## src/rtl/ttgw_pkg.sv

```systemverilog
// Shared types and character codes for the terminal text grid writer.
`timescale 1ns / 1ps

package ttgw_pkg;

  localparam logic [7:0] CH_ESC = 8'h1b;
  localparam logic [7:0] CH_LF  = 8'h0a;
  localparam logic [7:0] CH_CR  = 8'h0d;
  localparam logic [7:0] CH_BS  = 8'h08;

  typedef enum logic [2:0] {
    OP_SKIP,
    OP_PRINT,
    OP_LF,
    OP_CR,
    OP_BS,
    OP_READ
  } op_e;

  typedef struct packed {
    logic       kind;
    logic [7:0] data_byte;
    logic [5:0] read_row;
    logic [6:0] read_col;
  } in_item_t;

  typedef struct packed {
    logic [7:0]  read_char;
    logic [31:0] top_line;
    logic [31:0] bottom_line;
    logic [6:0]  cursor_col;
    logic        in_escape;
    logic [31:0] printed_count;
  } out_item_t;

  // Classified item handed from the front to the back.
  typedef struct packed {
    op_e         op;
    logic [7:0]  data_byte;
    logic [5:0]  read_row;
    logic [6:0]  read_col;
    logic        in_escape;
    logic [31:0] printed_count;
  } cmd_t;

endpackage

```

## src/rtl/ttgw_fifo.sv

```systemverilog
// Two-entry queue of classified items between front and back.
`timescale 1ns / 1ps

module ttgw_fifo import ttgw_pkg::*; (
  input  logic clk_i,
  input  logic rst_ni,
  input  logic push_valid_i,
  input  cmd_t push_data_i,
  output logic push_ready_o,
  output logic pop_valid_o,
  output cmd_t pop_data_o,
  input  logic pop_ready_i
);

  localparam int Depth = 2;
  localparam int PtrW  = $clog2(Depth);
  localparam int CntW  = $clog2(Depth + 1);

  cmd_t            mem_q [Depth];
  logic [PtrW-1:0] wr_ptr_q, rd_ptr_q;
  logic [CntW-1:0] cnt_q;
  logic            push, pop;

  assign push_ready_o = cnt_q != CntW'(Depth);
  assign pop_valid_o  = cnt_q != '0;
  assign pop_data_o   = mem_q[rd_ptr_q];
  assign push         = push_valid_i && push_ready_o;
  assign pop          = pop_valid_o && pop_ready_i;

  always_ff @(posedge clk_i) begin
    if (push) begin
      mem_q[wr_ptr_q] <= push_data_i;
    end
  end

  always_ff @(posedge clk_i or negedge rst_ni) begin
    if (!rst_ni) begin
      wr_ptr_q <= '0;
      rd_ptr_q <= '0;
      cnt_q    <= '0;
    end else begin
      if (push) begin
        wr_ptr_q <= (wr_ptr_q == PtrW'(Depth - 1)) ? '0 : wr_ptr_q + PtrW'(1);
      end
      if (pop) begin
        rd_ptr_q <= (rd_ptr_q == PtrW'(Depth - 1)) ? '0 : rd_ptr_q + PtrW'(1);
      end
      if (push && !pop) begin
        cnt_q <= cnt_q + CntW'(1);
      end else if (pop && !push) begin
        cnt_q <= cnt_q - CntW'(1);
      end
    end
  end

endmodule

```

## config.mk

```make
export PLATFORM = sky130hd
export DESIGN_NAME = ttgw_fifo
export DESIGN_NICKNAME = d
export VERILOG_FILES = /design/src/rtl/ttgw_pkg.sv /design/src/rtl/ttgw_fifo.sv
export SDC_FILE = /design/constraint.sdc
export NUM_CORES = 1
export LEC_CHECK = 0
export BUFFER_PORTS_ARGS = -buffer_cell sky130_fd_sc_hd__buf_2
export CAP_MARGIN = 10
export CORE_MARGIN = 2
export CORE_UTILIZATION = 49
export CTS_BUF_LIST = sky130_fd_sc_hd__clkbuf_4
export DETAILED_ROUTE_END_ITERATION = 12
export GPL_TIMING_DRIVEN = 0
export PLACE_DENSITY_LB_ADDON = 0.08
export SLEW_MARGIN = 10
export SYNTH_ARGS = -nofsm -noshare
export SYNTH_HDL_FRONTEND = slang
export SYNTH_SLANG_ARGS = --single-unit
```

## constraint.sdc

```tcl
create_clock -name clk_i -period 3.34 [get_ports clk_i]
set_clock_uncertainty 0.15 [all_clocks]
set_input_delay 1.002 -clock clk_i [delete_from_list [all_inputs] [get_ports clk_i]]
set_output_delay 1.002 -clock clk_i [all_outputs]
set_load 0.05 [all_outputs]
```

==> metrics.cfg <==
[setup_path]
cpPeakStageDelay_ps = 400
criticalPathCategory = flop to output pin
crit_chain = buf_6, buf_6, mux2_4, buf_2
worstPathMaxFanout = 10
critPathRequiredTime_ps = 2190
cp-start-kind = flop
r2r-start = cnt_q[0]
cp.arrival_ps = 1780
r2r-end = mem_q[0][17]
ff2ff_path_depth = 4
rrSetupSlack_ps = 1320
critical-path-slowest-cell = dfrtp_1
cpMostUsedCell = buf_6
crit_path_end_kind = output pin

[routing]
wirelength_mm = 7.34
first_pass_iters = 4
drc_errors = 0
ant_nets = 0
wl_per_cell_um = 16.1
num_vias = 2217
initialDrtViolationCount = 87
drt-vias-per-instance = 4.87

[power_and_ir_drop]
p_seq_share_pct = 38.5
p_leak_nw = 2.11
netSwitchingPower_mw = 2.33
ir_worst_vdd_uv = 622
power.density_nw_per_um2 = 1010
pwr-share-comb_pct = 46.2
power.internal_mw = 3.15
clockPowerShare_pct = 15.3
swShare_pct = 42.5

[floorplanning]
pin_count = 120
fp.dieH_um = 98.6
die_x_um = 98.6
coreArea_um2 = 8680
row_count = 34
start_util_pct = 50.5
design.die.area_um2 = 9720

[timing]
hold_violations = 0
rsz0062_at_grt = false
fin_hold_ws_ps = 165
slew_headroom_pct = 54.4
finalMaxSlewViolations = 0
clock.fmax_mhz = 341
final.setup.worst_slack_ps = 408
fin_crit_sh_pct = 87.8
setup_viol = 0
min_period_ps = 2930
tightestPinTransition_ps = 682

[synthesis]
ys_seq_elements = 118
synthCells = 195
yosys-top-cells-area = edfxtp_1 78%, mux2_2 9.5%, mux2_4 6.9%
ys.flop_type = edfxtp_1
ys_warn_count = 0
netlist.area_leader.share_pct = 78.1
synth_largest_area_cell = edfxtp_1
netlist_area_um2 = 4380
ys_seq_area_share_pct = 80.4
synth_common_cells = 114 x edfxtp_1, 37 x mux2_2, 20 x mux2_4
syn_nets = 257
synth_area_per_cell_um2 = 22.5
synth_most_common_cell = edfxtp_1
synth_async_sr_flop_share_pct = 3.39
ys_types = 15
synth_edf_count = 114

[global_route]
grt_pass1_wl_mm = 11.4
grt_use_total_pct = 15.7
antenna_found_initial = 0
grt_max_degree = 31
grt_pass1_vias = 2355
grt_overflow = 0

[placement]
io_buffer_count = 119
place_hpwl_mm = 4.93
gp_congestion = 0.700
pre_cts_slack_ps = 811

[clocking]
clk_pin_slew_ps = 90
cts_root_buffer = clkbuf_4
cts_resized = 0
postCtsSetupBuffers = 0
cts_tree = done
h-tree-depth = 4
cts_buffer_depth = 2
cts_made_buffers = 17
hold_buffers = 0
cts_sinks = 118
clkLatencyLatePin_ps = 480

[cells_and_area]
diodes = 0
drive_gt1_share_pct = 62.2
fillers = 688
finalNetCount = 398
area_growth_pct = 23.6

[status]
status = completed

[flow_run]
drv_cap = 0

[min_path]
worstHoldPathType = input pin to asynchronous set/reset pin

-- layer usage --
metal	track usage [%]	vias up	share of wire, %
li1	-	1051	-
met1	18.3	1075	42
met2	26.2	82	51
met3	6.60	9	6.4
met4	5.69	0	1.1
met5	0	-	0
-- cell families (layout without fill, tap and decap cells) --
kind of cell / count (synthesis) / count (layout) / synth area share, %
simple gates: 7 / 7 / 0.771
xor+xnor: 5 / 5 / 0.999
mux: 57 / 57 / 16.4
buf+inv: 7 / 159 / 1.20
flops: 118 / 118 / 80.4
fa+ha+maj: 1 / 1 / 0.285
-- how the worst max path moves through the flow --
stage / to / depth (start not counted) / start / slack [ps]
floorplan: mem_q[0][0] / 2 / push_valid_i / 170
global placement: mem_q[0][13] / 3 / push_valid_i / -830
detailed placement: mem_q[0][22] / 4 / push_valid_i / 810
CTS: pop_data_o[23] / 4 / rd_ptr_q / 340
global route: pop_data_o[23] / 4 / rd_ptr_q / 280
finish: pop_data_o[23] / 4 / rd_ptr_q / 410
-- power by group through the flow --
stage	combinational [mW]	sequential (mW)	clock, mW
2_1_floorplan	2.01	2.13	0
3_3_place_gp	2.49	2.16	0
3_5_place_dp	2.57	2.15	0
4_1_cts	2.57	2.11	0.868
5_1_grt	2.66	2.14	0.931
6_report	2.54	2.11	0.840
-- metrics by stage --
step                cells  util (%)  cell area (µm²)  setup TNS (ps)  total power [mW]
finish                455      62.4             5420               0              5.48
global route          455      62.4             5420               0              5.73
CTS                   455      62.4             5420               0              5.56
detailed placement    425      59.8             5190               0              4.72
global placement      422      59.0             5120          -77720              4.65
floorplan             195         -             4390               0              4.15
-- critical path: cells and delay by family (launching register included) --
kind                   cells  cell delay (ps)
buffers and inverters      3              590
muxes                      1              310
DFF                        1              400
-- sequential cells by signal (all words and copies together), names as in the netlist --
name      count
wr_ptr_q      1
rd_ptr_q      1
mem_q       114
cnt_q         2
-- area by class of cell --
class	instances	area (µm²)	area share (%)
tap	108	135	2.49
inverter	1	3.75	0.0693
buffer	6	48.8	0.900
clock inverter	12	90.1	1.66
sequential	118	3520	65.0
multi-input combinational	70	820	15.1
timing repair buffer	122	663	12.2
clock buffer	18	135	2.49
-- cells in the final DEF, fill, tap and decap left out --
master / Yosys / layout
clkinv_1: 0 / 2
buf_2: 3 / 122
buf_12: 0 / 2
mux2_4: 20 / 20
clkbuf_4: 0 / 18
buf_6: 3 / 3
inv_1: 1 / 1
and3_4: 0 / 1
mux2_2: 37 / 37
edfxtp_1: 114 / 114
xnor2_1: 3 / 3
ha_1: 1 / 1
nor2_4: 0 / 1
buf_16: 0 / 1
nand2b_1: 1 / 1
nor2_1: 2 / 1
xor2_1: 2 / 2
dfrtp_1: 4 / 4
nand2_1: 2 / 2
clkinvlp_4: 0 / 3
clkinv_2: 0 / 6
or2_2: 1 / 1
bufinv_16: 0 / 1
No activity file was read; power rests on OpenSTA's default activity.
